==> src/design/ppcg_pkg.sv <==
// Shared types and constants of the plasma colour generator.
package ppcg_pkg;

	typedef enum logic [1:0] {
		CFG_SPATIAL_SCALE = 2'd0,
		CFG_GRADIENT_MODE = 2'd1,
		CFG_START_COLOR   = 2'd2,
		CFG_END_COLOR     = 2'd3
	} cfg_reg_t;

	localparam logic [15:0] SPATIAL_SCALE_RESET = 16'd256;
	localparam logic [23:0] START_COLOR_RESET   = 24'hFF0000;
	localparam logic [23:0] END_COLOR_RESET     = 24'h0000FF;

	// spatial phase multipliers, turns per Q16.16 unit scaled by 2^32
	localparam logic [31:0] K_SP_010 = 32'd68356528;
	localparam logic [31:0] K_SP_005 = 32'd34178264;

	// temporal phase multipliers, turns per tick scaled by 2^40
	localparam logic [31:0] T_100 = 32'd1749927105;
	localparam logic [31:0] T_130 = 32'd2274905237;
	localparam logic [31:0] T_080 = 32'd1399941684;
	localparam logic [31:0] T_170 = 32'd2974876079;

	localparam logic [63:0] PI_HALF_Q30     = 64'd1686629713;
	localparam logic [63:0] ONE_Q30         = 64'd1073741824;
	localparam logic [63:0] AMP_SHIFT_ROUND = 64'd32768;

	typedef struct packed {
		logic        gradient_mode;
		logic [23:0] start_color;
		logic [23:0] end_color;
	} grad_cfg_t;

endpackage

==> src/design/ppcg_color.sv <==
// Plasma level from the four waves, then gradient blend or rainbow hue.
module ppcg_color (
	input  logic                clk,
	input  logic                en,
	input  logic signed [15:0]  sines [4],
	input  ppcg_pkg::grad_cfg_t cfg,
	output logic [23:0]         rgb
);

	typedef enum logic [2:0] {
		HUE_RED_YEL = 3'd0,
		HUE_YEL_GRN = 3'd1,
		HUE_GRN_CYA = 3'd2,
		HUE_CYA_BLU = 3'd3,
		HUE_BLU_MAG = 3'd4,
		HUE_MAG_RED = 3'd5
	} hue_sector_t;

	logic signed [17:0] sum_s1;
	logic [17:0]        u;
	logic [26:0]        m;
	logic [7:0]         level_s2;
	logic [7:0]         inv;
	logic [15:0]        n [3];
	logic [15:0]        n_s3 [3];
	logic [10:0]        h;
	logic [10:0]        f_full;
	logic [7:0]         f;
	logic [7:0]         x;
	hue_sector_t        sector;
	logic [23:0]        hue_rgb;
	logic [23:0]        hue_s3;
	logic               mode_s3;
	logic [31:0]        q_s4 [3];
	logic [23:0]        hue_s4;
	logic               mode_s4;
	logic [23:0]        rgb_s5;

	assign u   = 18'(unsigned'(sum_s1) + 18'd65536);
	assign m   = 27'(u) * 27'd255 + 27'd65536;
	assign inv = 8'd255 - level_s2;
	assign h   = 11'(level_s2) * 11'd6;

	for (genvar c = 0; c < 3; c++) begin : g_blend
		assign n[c] = 16'(cfg.start_color[8*c +: 8]) * 16'(inv)
			+ 16'(cfg.end_color[8*c +: 8]) * 16'(level_s2) + 16'd127;
	end

	always_comb begin
		priority if (h >= 11'd1530) begin
			sector = HUE_RED_YEL;
			f_full = h - 11'd1530;
		end else if (h >= 11'd1275) begin
			sector = HUE_MAG_RED;
			f_full = h - 11'd1275;
		end else if (h >= 11'd1020) begin
			sector = HUE_BLU_MAG;
			f_full = h - 11'd1020;
		end else if (h >= 11'd765) begin
			sector = HUE_CYA_BLU;
			f_full = h - 11'd765;
		end else if (h >= 11'd510) begin
			sector = HUE_GRN_CYA;
			f_full = h - 11'd510;
		end else if (h >= 11'd255) begin
			sector = HUE_YEL_GRN;
			f_full = h - 11'd255;
		end else begin
			sector = HUE_RED_YEL;
			f_full = h;
		end
		f = f_full[7:0];
		x = (sector == HUE_YEL_GRN || sector == HUE_CYA_BLU || sector == HUE_MAG_RED)
			? 8'd255 - f : f;
		unique case (sector)
			HUE_RED_YEL: hue_rgb = {8'd255, x, 8'd0};
			HUE_YEL_GRN: hue_rgb = {x, 8'd255, 8'd0};
			HUE_GRN_CYA: hue_rgb = {8'd0, 8'd255, x};
			HUE_CYA_BLU: hue_rgb = {8'd0, x, 8'd255};
			HUE_BLU_MAG: hue_rgb = {x, 8'd0, 8'd255};
			HUE_MAG_RED: hue_rgb = {8'd255, 8'd0, x};
			default:     hue_rgb = {8'd255, 8'd0, x};
		endcase
	end

	always_ff @(posedge clk) begin
		if (en) begin
			sum_s1   <= 18'(sines[0]) + 18'(sines[1]) + 18'(sines[2]) + 18'(sines[3]);
			level_s2 <= (m[26:17] > 10'd255) ? 8'd255 : m[24:17];
			n_s3     <= n;
			hue_s3   <= hue_rgb;
			mode_s3  <= cfg.gradient_mode;
			for (int c = 0; c < 3; c++) begin
				q_s4[c] <= 32'(n_s3[c]) * 32'd32897;
			end
			hue_s4   <= hue_s3;
			mode_s4  <= mode_s3;
			rgb_s5   <= mode_s4 ? {q_s4[2][30:23], q_s4[1][30:23], q_s4[0][30:23]} : hue_s4;
		end
	end

	assign rgb = rgb_s5;

endmodule

==> config.mk <==
export PLATFORM = sky130hd
export DESIGN_NAME = ppcg_color
export DESIGN_NICKNAME = d
export VERILOG_FILES = /design/src/design/ppcg_pkg.sv /design/src/design/ppcg_color.sv
export SDC_FILE = /design/constraint.sdc
export NUM_CORES = 2
export LEC_CHECK = 0
export ABC_AREA = 1
export BUFFER_PORTS_ARGS = -buffer_cell sky130_fd_sc_hd__buf_2
export CORE_ASPECT_RATIO = 0.9
export CORE_MARGIN = 4
export CORE_UTILIZATION = 46
export CTS_CLUSTER_SIZE = 14
export DETAILED_ROUTE_END_ITERATION = 10
export MAX_ROUTING_LAYER = met4
export PLACE_DENSITY_LB_ADDON = 0.25
export SLEW_MARGIN = 20
export SYNTH_ARGS = -nofsm -noshare
export SYNTH_HDL_FRONTEND = slang
export SYNTH_SLANG_ARGS = --single-unit
==> constraint.sdc <==
create_clock -name clk -period 17.3 [get_ports clk]
set_clock_uncertainty 0.05 [all_clocks]
set_input_delay 3.46 -clock clk [delete_from_list [all_inputs] [get_ports clk]]
set_output_delay 3.46 -clock clk [all_outputs]
set_load 0.05 [all_outputs]
==> flow_metrics.py <==
metrics = {
    "outcome": {
        "status": "finished, final reports clean",
    },
    "die": {
        "row_count": 86,
        "initial_core_util_pct": 46.57,
        "pin_count": 139,
        "dieHeight_um": 244.4,
        "die_area_um2": 66150,
        "core_region_area_um2": 61330,
        "die_x_um": 270.7,
    },
    "sta": {
        "hold_violations": 0,
        "rsz0062_at_grt": "false",
        "fin_crit_ps": 8529,
        "final_max_slew_viol_count": 0,
        "fmax_ghz": 0.1172,
        "finalSetupViolCount": 0,
        "max_slew_margin_pct": 32.79,
        "worst_pin_slew_ps": 1008,
        "fin_crit_sh_pct": 49.30,
        "fin_setup_tns_ps": 0,
    },
    "yosys": {
        "ys_types": 47,
        "synth_top_area_share_pct": 29.44,
        "yosys.area.top_type": "fa_1",
        "synthArstFlopShare_pct": 0,
        "yosys_warnings": 0,
        "synth_nets": 4114,
        "synth_edf_count": 172,
        "synth_area_leaders": "fa_1 (29%), ha_1 (20%), edfxtp_1 (18%)",
        "synth_top_flop_cell": "edfxtp_1",
        "syn_inst": 3131,
        "synth_seq_cells": 172,
        "avgSynthCellArea_um2": 9.123,
        "synth_area_um2": 28560,
        "ys_seq_area_share_pct": 18.08,
    },
    "detailed_routing": {
        "wl_per_cell_um": 15.35,
        "dr.pass1.iters": 5,
        "met3_length_um": 3395,
        "drc_errors": 0,
        "top_layer": "met4",
        "drtIter0Drc": 1014,
        "finalWirelength_um": 61990,
        "vias": 20225,
        "viasPerCell": 5.010,
        "wl_met2_um": 27560,
        "wl_met1_um": 29890,
        "drt.antenna.violating_nets": 0,
    },
    "grt": {
        "grt_first_pass_wirelength_um": 104400,
        "overflow": 0,
        "grt_max_degree": 82,
        "grt_pass1_vias": 20593,
        "track_usage_pct": 20.23,
        "antenna_found_initial": 6,
    },
    "clocking": {
        "post_cts_buffers": 0,
        "ctsResizeCount": 0,
        "cts_made_buffers": 17,
        "clkLatencyLatePin_ps": 470,
        "cts-root-buf": "clkbuf_16",
        "cts_sinks": 172,
        "clk_pin_slew_ps": 80,
        "hold_buffers": 0,
        "cts_tree": "built",
        "htree_levels": 4,
        "clock_path_buffers": 2,
    },
    "worst_setup_path": {
        "start_kind": "input port",
        "critPathKind": "input port to flop",
        "path_max_fanout": 8,
        "required_ps": 17480,
        "cp-end-kind": "flop",
        "cp.arrival_ps": 8710,
    },
    "final_layout": {
        "final_nets": 4210,
        "fill_cells": 5839,
        "seqCellArea_um2": 5165,
        "syn_to_final_growth_pct": 7.271,
        "multi_input_area_um2": 20470,
        "drive_gt1_share_pct": 7.747,
    },
    "worst_hold_path": {
        "hold_path_class": "flop to flop",
    },
    "placed_design": {
        "portBuffers": 138,
        "place_congestion": 0.8888,
        "hpwl_um": 51040,
    },
    "job": {
        "maxCapViolations": 0,
    },
}
-- cell usage after synthesis (2+ instances only) --
cell,instances
inv_1,684
a21boi_0,4
clkbuf_1,52
or2_2,4
a21o_1,12
o2111ai_1,4
o21bai_1,12
nand3_2,2
edfxtp_1,172
nand4_1,26
a211oi_1,6
a31oi_1,9
mux2_2,24
nand3_1,103
nor2_4,4
nor3_1,11
fa_1,420
buf_4,3
xnor2_1,37
o31ai_1,3
clkbuf_2,11
xor2_1,65
buf_1,6
ha_1,448
inv_2,11
nor2_1,203
nand3b_1,2
a21oi_4,2
nand2_2,17
o21ai_0,52
o21a_1,5
a21oi_1,126
and2_1,6
nand2_1,572
-- through the flow --
step | setup WS, ps | util, % | instance area, µm² | hold slack (ps) | instances
6_report | 8771 | 49.96 | 30640 | 363.8 | 4037
2_1_floorplan | 8537 | - | 28560 | 350.3 | 3131
5_1_grt | 8478 | 49.96 | 30640 | 369.9 | 4037
3_5_place_dp | 8238 | 48.97 | 30040 | 354.5 | 4000
4_1_cts | 8764 | 49.94 | 30630 | 366.1 | 4032
3_3_place_gp | 8291 | 48.97 | 30040 | 351.6 | 4000
-- logic make-up (layout without fill, tap and decap cells) --
group | after synthesis | in the layout | share of synthesized area [%]
adders and majority gates | 868 | 868 | 49.06
other | 0 | 5 | 0
buffers and inverters | 770 | 879 | 10.24
xor gates and xnor gates | 102 | 102 | 3.128
AOI/OAI and AO/OA | 240 | 240 | 4.792
muxes | 24 | 24 | 0.9462
DFF | 172 | 172 | 18.08
and+or+nand+nor | 955 | 955 | 13.75
-- cell usage in the layout, fill, tap and decap left out, drive strengths merged, types with 6 or more instances in the layout --
| master | count |
|---|---|
| a211oi | 6 |
| a21o | 12 |
| a21oi | 129 |
| a31oi | 9 |
| and2 | 6 |
| buf | 150 |
| clkbuf | 17 |
| clkinv | 8 |
| edfxtp | 172 |
| fa | 420 |
| ha | 448 |
| inv | 704 |
| mux2 | 24 |
| nand2 | 590 |
| nand3 | 105 |
| nand4 | 26 |
| nor2 | 208 |
| nor3 | 11 |
| o21ai | 54 |
| o21bai | 12 |
| xnor2 | 37 |
| xor2 | 65 |
-- flip-flops by register name (all words and copies together) (netlist names) --
name,count
hue_s4,24
rgb,24
level_s2,8
mode_s4,1
n_s3,48
mode_s3,1
sum_s1,18
q_s4,24
hue_s3,24
-- critical path, cell delays in order --
cell and delay (ps):
buf_2 150, nand2_1 80, inv_1 60, fa_1 520, inv_1 60, fa_1 530
inv_1 50, fa_1 520, inv_1 50, fa_1 540, inv_1 70, fa_1 510
fa_1 490, ha_1 360, nand2_1 80, or2_2 300, nand3_1 100, a21boi_0 130
o21ai_0 280, a21oi_1 110, nor2_1 100, nor2_1 50, xnor2_1 120
-- area by class of cell --
cell class	count	area share, %
multi-input cells	2189	66.82
flip-flops and latches	172	16.86
inverters	697	8.547
well taps	792	3.234
repair buffers	150	2.569
clock buffers	17	1.388
clock inverters	15	0.5472
diodes	5	0.04083
-- final timing paths --
kind / startpoint / end / slack (ps) / depth (start not counted)
hold reg to reg: hue_s3[10] / hue_s4[10] / 360 / 0
setup / recovery: cfg[17] / n_s3[15] / 8770 / 23
setup reg to reg: level_s2[6] / n_s3[15] / 10620 / 22
hold / removal: hue_s3[10] / hue_s4[10] / 360 / 0
-- routing by layer --
layer  track usage, %  vias up
li1                 -     9973
met1            28.41     9779
met2            30.76      422
met3            3.640       51
met4            4.827        0
met5                -        -
Power is not shown: default switching activity piles up to over one toggle a cycle in this logic, so the estimate is an artifact.
