===== config.mk =====
export PLATFORM = sky130hd
export DESIGN_NAME = ppcg_isqrt
export DESIGN_NICKNAME = d
export VERILOG_FILES = /design/src/design/ppcg_isqrt.sv
export SDC_FILE = /design/constraint.sdc
export NUM_CORES = 1
export LEC_CHECK = 0
export BUFFER_PORTS_ARGS = -buffer_cell sky130_fd_sc_hd__buf_2
export CAP_MARGIN = 40
export CORE_MARGIN = 4
export CORE_UTILIZATION = 30
export CTS_BUF_LIST = sky130_fd_sc_hd__clkbuf_4 sky130_fd_sc_hd__clkbuf_8 sky130_fd_sc_hd__clkbuf_16
export CTS_CLUSTER_DIAMETER = 100
export DETAILED_ROUTE_END_ITERATION = 10
export HOLD_SLACK_MARGIN = 0.02
export PLACE_DENSITY = 0.5
export SYNTH_ARGS = -nofsm -noshare
export SYNTH_HDL_FRONTEND = slang
export SYNTH_SLANG_ARGS = --single-unit

===== constraint.sdc =====
create_clock -name clk -period 3.2 [get_ports clk]
set_input_delay 0.16 -clock clk [delete_from_list [all_inputs] [get_ports clk]]
set_output_delay 0.16 -clock clk [all_outputs]
set_load 0.05 [all_outputs]

===== src/design/ppcg_isqrt.sv =====
// Pipelined integer square root, one result bit per stage.
module ppcg_isqrt #(
	parameter int RW = 16
) (
	input  logic            clk,
	input  logic            en,
	input  logic [2*RW-1:0] radicand,
	output logic [RW-1:0]   root
);

	localparam int TW = 2 * RW + 2;

	logic [2*RW-1:0] rem_s  [RW];
	logic [RW-1:0]   root_s [RW];

	for (genvar j = 0; j < RW; j++) begin : g_stage
		localparam int B = RW - 1 - j;
		logic [2*RW-1:0] rem_cur;
		logic [RW-1:0]   root_cur;
		logic [TW-1:0]   trial;
		logic [TW-1:0]   rem_ext;

		if (j == 0) begin : g_first
			assign rem_cur  = radicand;
			assign root_cur = '0;
		end else begin : g_next
			assign rem_cur  = rem_s[j-1];
			assign root_cur = root_s[j-1];
		end

		assign rem_ext = TW'(rem_cur);
		assign trial   = ((TW'(root_cur) << 1) + (TW'(1) << B)) << B;

		always_ff @(posedge clk) begin
			if (en) begin
				if (rem_ext >= trial) begin
					rem_s[j]  <= (2*RW)'(rem_ext - trial);
					root_s[j] <= root_cur | (RW'(1) << B);
				end else begin
					rem_s[j]  <= rem_cur;
					root_s[j] <= root_cur;
				end
			end
		end
	end

	assign root = root_s[RW-1];

endmodule


==> flow_summary.ini, run 1 <==
[detailed_routing]
vias = 18600
drc = 0
drtIter0Drc = 1048
viasPerCell = 4.84
routedWlPerCell_um = 17.1
ant_nets = 0
first_pass_iters = 5
drt_wl_total_mm = 65.8

[hold_path]
hold_path_startpoint = radicand[3]
min_to = rem_s[0][3]$_DFFE_PP_
hold_path_class = primary input to register
worstHoldPathCells = 2

[synth]
synth_area_leaders = edfxtp_1 (62%), ha_1 (6.3%), xor2_1 (3.0%), xnor2_1 (2.8%), nand2_1 (2.3%)
synth.largest_area_cell = edfxtp_1
synth_cell_types = 74
synth.most_common_cell = edfxtp_1
ys_ff_latch = 616
netlist.area_leader.share = 0.625
synth-main-ff-cell = edfxtp_1
synth_edf_count = 616
ys_warn_count = 0
post_synth_inst_count = 2343
synth-seq-area-share = 0.625
synth_common_cells = edfxtp_1 (616), nand2_1 (178), inv_1 (170)
syn_avg_cell_area_um2 = 12.6
postSynthNetCount = 2527
synth_area_um2 = 29600
async_flop_share = 0

[final_layout]
nNetsFinal = 2704
antenna_cells = 0
drive_gt1_frac = 0.107
synthToLayoutAreaGrowth_pct = 17.0

[critical_path]
path_buf_inv = 0
critical-path-max-stage-delay_ns = 0.40
arrival_ns = 3.41
crit_type = register to register
r2r-start = rem_s[1][164]$_DFFE_PP_
crit_required_ns = 3.53
r2r_end = rem_s[1][222]$_DFFE_PP_
crit_family = compound AO/OA/AOI/OAI gates
path_cells = ha_1 -> nor2b_1 -> o31a_1 -> o31ai_2 -> nand2_1 -> a221o_1 -> nor4_1 -> mux2_2
r2r_slack_ns = 0.12
endpoint_kind = register
rr_worst_depth = 8
cp_slowest_cell = edfxtp_1
crit_path_max_fanout = 5
startpoint_type = register

[flow_run]
maxCapViolCount = 0

[sta]
hold-worst-slack_ns = 0.256
setup_viol = 0
clock-skew-final_ns = 0.0502
slew_viol_final = 0
maxSlewHeadroom = 0.308
worst_pin_slew_ns = 1.04
hold_viol = 0
fmax_mhz = 325
period_minus_slack_ns = 3.08
grt_setup_unrepaired = no
setup_tns_ns = 0
min_period_over_period = 0.962

[cts]
h-tree-depth = 3
clk_latency_ns = 0.63
clkTransAtPathRegs_ns = 0.06
cts_tree = built
post_cts_buffers = 0
cts_made_buffers = 69
cts_sinks = 616
cts-root-buf = clkbuf_16
clockBufferDepth = 3

[die]
row_count = 114
start_util = 0.304
pin_count = 50
die-area_um2 = 104000
fp.coreArea_um2 = 97300
die_h_um = 322
die_w_um = 322

[power_and_ir_drop]
power_density_nw_per_um2 = 645
vdd_drop_max_v = 0.000425
p_leak_nw = 12.7

[run_status]
outcome = finished, final reports clean

[place]
finalWeightedCongestion = 0.928
io_buffers = 49
dp_hpwl_mm = 49.2

[global_routing]
grt_max_degree = 160
grt-ovfl-total = 0
grt_antenna_before_repair = 0
grt_usage = 0.127
grt_pass1_vias = 19700
grt_pass1_wl_mm = 104
## registers in the layout, summed over array words and instances (netlist names)
register	flops
root_s	136
rem_s	480
## area by class of cell
| class | instances | area, um^2 |
|---|---|---|
| fillers | 9408 | 62600 |
| well taps | 1276 | 1600 |
| clock buffers | 77 | 1790 |
| repair buffers | 161 | 1230 |
| inverters | 171 | 642 |
| multi-input cells | 1501 | 10300 |
| flip-flops and latches | 616 | 18500 |
| clock inverters | 48 | 602 |
## power breakdown
group,switching (W),internal [W],total [W]
clock network,0.00338,0.00476,0.00815
logic,0.00195,0.00149,0.00344
registers,0.000680,0.0101,0.0108
total,0.00601,0.0163,0.0223
## cell usage in the layout (no fill, tap or decap), types with 67 or more instances in the layout
cell type / Yosys / routed
a21oi_1: 92 / 92
xnor2_1: 95 / 95
nor4_1: 68 / 67
ha_1: 150 / 150
o21ai_0: 105 / 105
xor2_1: 102 / 102
buf_4: 4 / 74
nor2_1: 134 / 134
nand2_1: 178 / 178
nor3_1: 72 / 71
clkbuf_16: 0 / 69
inv_1: 170 / 170
edfxtp_1: 616 / 616
## per-layer routing
| metal | vias to the layer above | GRT usage | wire, um |
|---|---|---|---|
| met5 | - | 0 | 0 |
| met4 | 0 | 0.0727 | 3820 |
| met3 | 191 | 0.0208 | 2130 |
| met2 | 411 | 0.252 | 36500 |
| met1 | 8905 | 0.122 | 23300 |
| li1 | 9132 | - | - |
## worst max-delay path by stage
stage	startpoint	end	slack [ns]	cells past startpoint
6_report	rem_s[1][164]$_DFFE_PP_	rem_s[1][222]$_DFFE_PP_	0.12	8
3_3_place_gp	rem_s[1][164]$_DFFE_PP_	rem_s[1][222]$_DFFE_PP_	0.12	8
4_1_cts	rem_s[1][164]$_DFFE_PP_	rem_s[1][222]$_DFFE_PP_	0.02	8
3_5_place_dp	rem_s[1][164]$_DFFE_PP_	rem_s[1][222]$_DFFE_PP_	0.1	8
2_1_floorplan	rem_s[1][74]$_DFFE_PP_	root_s[1][52]$_SDFFCE_PN1P_	0.28	9
5_1_grt	rem_s[1][138]$_DFFE_PP_	rem_s[1][187]$_DFFE_PP_	0.007	10
## worst register-to-register path: cells and delay by family (launching register included)
family | cells | cell delay [ns]
AO/OA/AOI/OAI | 3 | 0.90
adder cells (fa/ha/maj) | 1 | 0.37
flip-flops | 1 | 0.40
multiplexers | 1 | 0.38
AND/OR/NAND/NOR | 3 | 0.72
## metrics by stage
stage	utilization	area (um^2)	instances	worst slack [ns]	power, W
after floorplan	-	29600	2343	0.282	0.0132
after global placement	0.328	31900	3691	0.119	0.0142
after detailed placement	0.328	31900	3692	0.0991	0.0143
after CTS	0.356	34600	3850	0.0246	0.0226
after global routing	0.356	34600	3850	0.00656	0.0235
final	0.356	34600	3850	0.121	0.0223
## logic make-up after synthesis
group           Yosys count  share of synthesized area
compound gates          416                     0.0888
flops                   616                      0.625
xor+xnor                197                     0.0583
fa+ha+maj               150                     0.0634
simple gates            716                      0.127
buf+inv                 226                     0.0295
mux                      22                    0.00807
## what timing repair did
item,4_1_cts,5_1_grt
endpoints found under the setup margin,0,4
hold endpoints to repair,34,0
hold buffers,33,0
gates resized for setup,0,1
Note: power is estimated with default switching activity, not from simulation.
==> run 2, diff against run 1 <==
--- a/config.mk
+++ b/config.mk
@@ -13,7 +13,8 @@
 export CTS_CLUSTER_DIAMETER = 100
 export DETAILED_ROUTE_END_ITERATION = 10
 export HOLD_SLACK_MARGIN = 0.02
-export PLACE_DENSITY = 0.5
+export PLACE_DENSITY = 0.52
+export REMOVE_ABC_BUFFERS = 1
 export SYNTH_ARGS = -nofsm -noshare
 export SYNTH_HDL_FRONTEND = slang
 export SYNTH_SLANG_ARGS = --single-unit
==> constraint.sdc (replaced) <==
create_clock -name clk -period 2.7 [get_ports clk]
set_input_delay 0.135 -clock clk [delete_from_list [all_inputs] [get_ports clk]]
set_output_delay 0.135 -clock clk [all_outputs]
set_load 0.05 [all_outputs]
==> run 2 against run 1 <==
Compared with the run above: clock-buffer cell count is 13 higher; sequential cell count unchanged; final area is 7.8% higher; highest routed layer unchanged; the run now ends with setup timing left; fmax increased by 11%.
==> flow_summary.ini, run 2 (synthesized netlist as in run 1, its figures left out) <==
[run_status]
outcome = finished with violations
violations = setup timing

[cts]
clkTransAtPathRegs_ns = 0.06
cts_sinks = 616
cts-root-buf = clkbuf_16
clk_latency_ns = 0.64
cts_tree = built
cts_made_buffers = 70
h-tree-depth = 3
clockBufferDepth = 3

[global_routing]
grt_pass1_wl_mm = 107
grt-ovfl-total = 0
grt_usage = 0.130
grt_antenna_before_repair = 0
grt_max_degree = 182
grt_pass1_vias = 20600

[sta]
min_period_over_period = 1.02
maxSlewHeadroom = 0.261
grt_setup_unrepaired = yes
setup_viol = 21
hold_viol = 0
slew_viol_final = 0
setup_ws_ns = -0.0660
period_minus_slack_ns = 2.77
clock-skew-final_ns = 0.0356
fmax_mhz = 362
setup_tns_ns = -0.644
worst_pin_slew_ns = 1.11

[critical_path]
arrival_ns = 3.13
crit_path_max_fanout = 9
rr_worst_depth = 9
r2r-start = rem_s[1][182]$_DFFE_PP_
endpoint_kind = register
crit_required_ns = 3.07
crit_type = register to register
r2r_slack_ns = -0.07
r2r_end = rem_s[1][213]$_DFFE_PP_
startpoint_type = register

[power_and_ir_drop]
power_switching_w = 0.00743
p_sw_frac = 0.271
p_comb_frac = 0.190
power_density_nw_per_um2 = 735
pwr-share-seq = 0.460
p_leak_nw = 14.0
internal-power_w = 0.0200
p_total_w = 0.0275
vdd_drop_max_v = 0.000493
clockPowerShare = 0.351

[detailed_routing]
ant_nets = 0
routedWlPerCell_um = 16.7
drtIter0Drc = 947
vias = 19500
drc = 0
first_pass_iters = 5
drt_wl_total_mm = 68.1
viasPerCell = 4.77

[final_layout]
largestRegisters = rem_s x480, root_s x136
antenna_cells = 0
nNetsFinal = 2934
largest_register_ffs = 480
regMostFlops = rem_s
layout_commonest_cell = edfxtp_1
drive_gt1_frac = 0.223
synthToLayoutAreaGrowth_pct = 26.1
layout_common_cells = edfxtp_1 (616), buf_4 (293), nand2_1 (177)

[die]
die-area_um2 = 104000
start_util = 0.304
die_w_um = 322
fp.coreArea_um2 = 97300
die_h_um = 322
row_count = 114
pin_count = 50

[hold_path]
min_to = rem_s[0][1]$_DFFE_PP_
worstHoldPathCells = 2
hold_path_startpoint = radicand[1]
hold_path_class = primary input to register

[place]
dp_hpwl_mm = 50.1
post-place-ws_ns = -0.233
io_buffers = 49
finalWeightedCongestion = 1.01

[flow_run]
maxCapViolCount = 0
run 2: cell types whose count changed in the layout (fill, tap and decap cells not counted), moves of 12 or more:
cell | before | now
buf_4 | 74 | 293
clkbuf_4 | 8 | 20
ha_1 | 150 | 134
ha_4 | 0 | 14
nor3_1 | 71 | 56
nor3_2 | 1 | 13
nor4_1 | 67 | 54
run 2: worst max path at each step:
stage | from | slack, ns | end | depth (start not counted)
after floorplan | rem_s[1][44]$_DFFE_PP_ | -1.46 | rem_s[1][87]$_DFFE_PP_ | 7
after global routing | root_s[1][82]$_SDFFCE_PN1P_ | -0.16 | rem_s[1][220]$_DFFE_PP_ | 11
after detailed placement | rem_s[1][164]$_DFFE_PP_ | -0.23 | rem_s[1][212]$_DFFE_PP_ | 10
after CTS | rem_s[1][182]$_DFFE_PP_ | -0.16 | rem_s[1][198]$_DFFE_PP_ | 7
after global placement | rem_s[1][164]$_DFFE_PP_ | -0.18 | rem_s[1][222]$_DFFE_PP_ | 9
final | rem_s[1][182]$_DFFE_PP_ | -0.07 | rem_s[1][213]$_DFFE_PP_ | 9
run 2: metal layers:
metal | GRT usage | vias up | share of wire
met5 | 0 | - | 0
met4 | 0.0627 | 0 | 0.042
met3 | 0.0221 | 181 | 0.031
met2 | 0.270 | 358 | 0.58
met1 | 0.121 | 9325 | 0.35
li1 | - | 9608 | -
run 2: worst max-delay path, cell delays in order, from the launching register on:
cell	delay (ns)
edfxtp_1	0.39
or4_4	0.55
or4_4	0.45
a2111oi_4	0.22
nand4_1	0.18
a31oi_4	0.21
buf_12	0.17
buf_4	0.14
nor3_2	0.05
xor2_1	0.15
run 2: repair_timing:
item	4_1_cts	5_1_grt
gates resized for setup	61	118
setup buffers	11	18
hold buffers	33	0
endpoints found under the setup margin	84	164
pin swaps	12	40
hold endpoints to repair	65	0
gates cloned	1	0
run 2: through the flow:
stage | std cells | util | hold WS (ns) | instance area (um^2)
CTS | 4062 | 0.376 | 0.169 | 36600
floorplan | 2288 | - | 0.234 | 29400
global route | 4079 | 0.384 | 0.196 | 37300
finish | 4079 | 0.384 | 0.227 | 37300
detailed placement | 3893 | 0.344 | 0.332 | 33500
global placement | 3893 | 0.344 | 0.329 | 33500
run 2: cell type report:
| class | instances | area, um^2 |
|---|---|---|
| Clock buffer | 90 | 1900 |
| Clock inverter | 35 | 473 |
| Fill cell | 9106 | 59900 |
| Inverter | 171 | 642 |
| Multi-Input combinational cell | 1501 | 11200 |
| Sequential cell | 616 | 18500 |
| Tap cell | 1276 | 1600 |
| Timing Repair Buffer | 390 | 3040 |
run 2: power groups by stage:
stage                     registers, W  clock network (W)  logic (W)
after floorplan                 0.0126                  0    0.00286
after global placement          0.0128                  0    0.00467
after detailed placement        0.0128                  0    0.00477
after CTS                       0.0126            0.00993    0.00497
after global routing            0.0127             0.0103    0.00576
final                           0.0126            0.00963    0.00521
==> run 3, diff against run 2 <==
--- a/config.mk
+++ b/config.mk
@@ -14,6 +14,7 @@
 export DETAILED_ROUTE_END_ITERATION = 10
 export HOLD_SLACK_MARGIN = 0.02
 export PLACE_DENSITY = 0.52
+export RECOVER_POWER = 25
 export REMOVE_ABC_BUFFERS = 1
 export SYNTH_ARGS = -nofsm -noshare
 export SYNTH_HDL_FRONTEND = slang
==> run 3 against run 2 <==
Compared with the run above: the run still ends with setup timing left; sequential power about the same; global-route usage unchanged; hold slack improved by 0.0044 ns; core utilization about the same; wire length about the same.
==> flow_summary.ini, run 3 (synthesized netlist as in run 1, its figures left out) <==
[critical_path]
crit_start = rem_s[1][182]$_DFFE_PP_
r2r-start = rem_s[1][182]$_DFFE_PP_
crit_type = register to register
crit_path_max_fanout = 9
rr_worst_depth = 9
startpoint_type = register
arrival_ns = 3.13
worstSetupEndpoint = rem_s[1][213]$_DFFE_PP_
r2r_end = rem_s[1][213]$_DFFE_PP_
r2r_slack_ns = -0.07
crit_required_ns = 3.07
endpoint_kind = register

[power_and_ir_drop]
power_density_nw_per_um2 = 736
clockPowerShare = 0.351
p_sw_frac = 0.271
vdd_drop_max_v = 0.000495
pwr-share-seq = 0.460
p_total_w = 0.0275
power_switching_w = 0.00744
internal-power_w = 0.0200
p_leak_nw = 13.9
p_comb_frac = 0.189

[sta]
period_minus_slack_ns = 2.77
grt_setup_unrepaired = yes
min_period_over_period = 1.02
worst_pin_slew_ns = 1.11
maxSlewHeadroom = 0.259
clock-skew-final_ns = 0.0376
setup_ws_ns = -0.0664
setup_viol = 20
fmax_mhz = 361
hold-worst-slack_ns = 0.231
slew_viol_final = 0
hold_viol = 0

[die]
fp.coreArea_um2 = 97300
die-area_um2 = 104000
die_w_um = 322
start_util = 0.304
pin_count = 50
die_h_um = 322
row_count = 114

[global_routing]
grt_pass1_vias = 20600
grt_pass1_wl_mm = 107
grt_antenna_before_repair = 0
grt-ovfl-total = 0
grt_max_degree = 182
grt_usage = 0.130

[final_layout]
antenna_cells = 0
finish.utilization = 0.384
drive_gt1_frac = 0.213
largest_register_ffs = 480
fillCellCount = 9125
layout_common_cells = edfxtp_1 (616), buf_4 (293), nand2_1 (177)
synthToLayoutAreaGrowth_pct = 26.0
layout_commonest_cell = edfxtp_1
regMostFlops = rem_s
largestRegisters = rem_s x480, root_s x136
nNetsFinal = 2934

[place]
dp_hpwl_mm = 50.1
io_buffers = 49
post-place-ws_ns = -0.233
finalWeightedCongestion = 1.01

[cts]
cts_tree = built
cts-root-buf = clkbuf_16
clockBufferDepth = 3
h-tree-depth = 3
cts_made_buffers = 70
clk_latency_ns = 0.64
cts_sinks = 616
clkTransAtPathRegs_ns = 0.06

[detailed_routing]
vias = 19500
drtIter0Drc = 965
routedWlPerCell_um = 16.7
first_pass_iters = 5
drt_wl_total_mm = 68.1
viasPerCell = 4.79
ant_nets = 0
drc = 0

[hold_path]
hold_path_class = primary input to register

[run_status]
outcome = finished with violations
violations = setup timing

[flow_run]
maxCapViolCount = 0
run 3: layout make-up:
type,count,area [um^2],area share
Clock inverter,35,473,0.0127
Clock buffer,90,1900,0.0510
Timing Repair Buffer,390,3010,0.0805
Multi-Input combinational cell,1501,11200,0.300
Tap cell,1276,1600,0.0428
Sequential cell,616,18500,0.496
Inverter,171,642,0.0172
run 3: per-stage QoR:
step	cells	instance area (um^2)	TNS, ns
CTS	4062	36600	-3.37
global placement	3893	33500	-4.48
detailed placement	3893	33500	-7.17
global route	4079	37300	-3.55
floorplan	2288	29400	-107.58
finish	4079	37300	-0.626
run 3: repair_timing:
| item | 4_1_cts | 5_1_grt |
|---|---|---|
| buffers inserted | 11 | 18 |
| gates cloned | 1 | 0 |
| endpoints found under the hold margin | 65 | 0 |
| hold buffers | 33 | 0 |
| setup endpoints to repair | 84 | 164 |
| resized for setup | 61 | 118 |
| pin swaps | 12 | 40 |
run 3: how the worst min path moves through the flow:
stage,start,to,slack [ns],cells after the start
after floorplan,radicand[0],rem_s[0][0]$_DFFE_PP_,0.23,0
after global placement,radicand[4],rem_s[0][4]$_DFFE_PP_,0.33,1
after detailed placement,radicand[18],rem_s[0][18]$_DFFE_PP_,0.33,1
after CTS,radicand[18],rem_s[0][18]$_DFFE_PP_,0.17,2
after global routing,radicand[3],rem_s[0][3]$_DFFE_PP_,0.22,2
final,radicand[3],rem_s[0][3]$_DFFE_PP_,0.23,2
run 3: critical path, cell delays in order, from the launching register on:
cell	delay (ns)
edfxtp_1	0.39
or4_4	0.55
or4_4	0.45
a2111oi_4	0.22
nand4_1	0.18
a31oi_4	0.21
buf_12	0.17
buf_4	0.14
nor3_2	0.05
xor2_1	0.15
run 3: power by group through the flow:
stage | Combinational, W | Sequential [W] | Clock, W
3_5_place_dp | 0.00477 | 0.0128 | 0
6_report | 0.00520 | 0.0126 | 0.00964
5_1_grt | 0.00576 | 0.0127 | 0.0103
4_1_cts | 0.00497 | 0.0126 | 0.00993
3_3_place_gp | 0.00467 | 0.0128 | 0
2_1_floorplan | 0.00286 | 0.0126 | 0
run 3: routing by layer:
metal,global-route usage,routed length (um),vias to the layer above
li1,-,-,9612
met1,0.121,23800,9389
met2,0.270,39200,358
met3,0.0221,2160,188
met4,0.0627,2930,0
met5,0,0,-
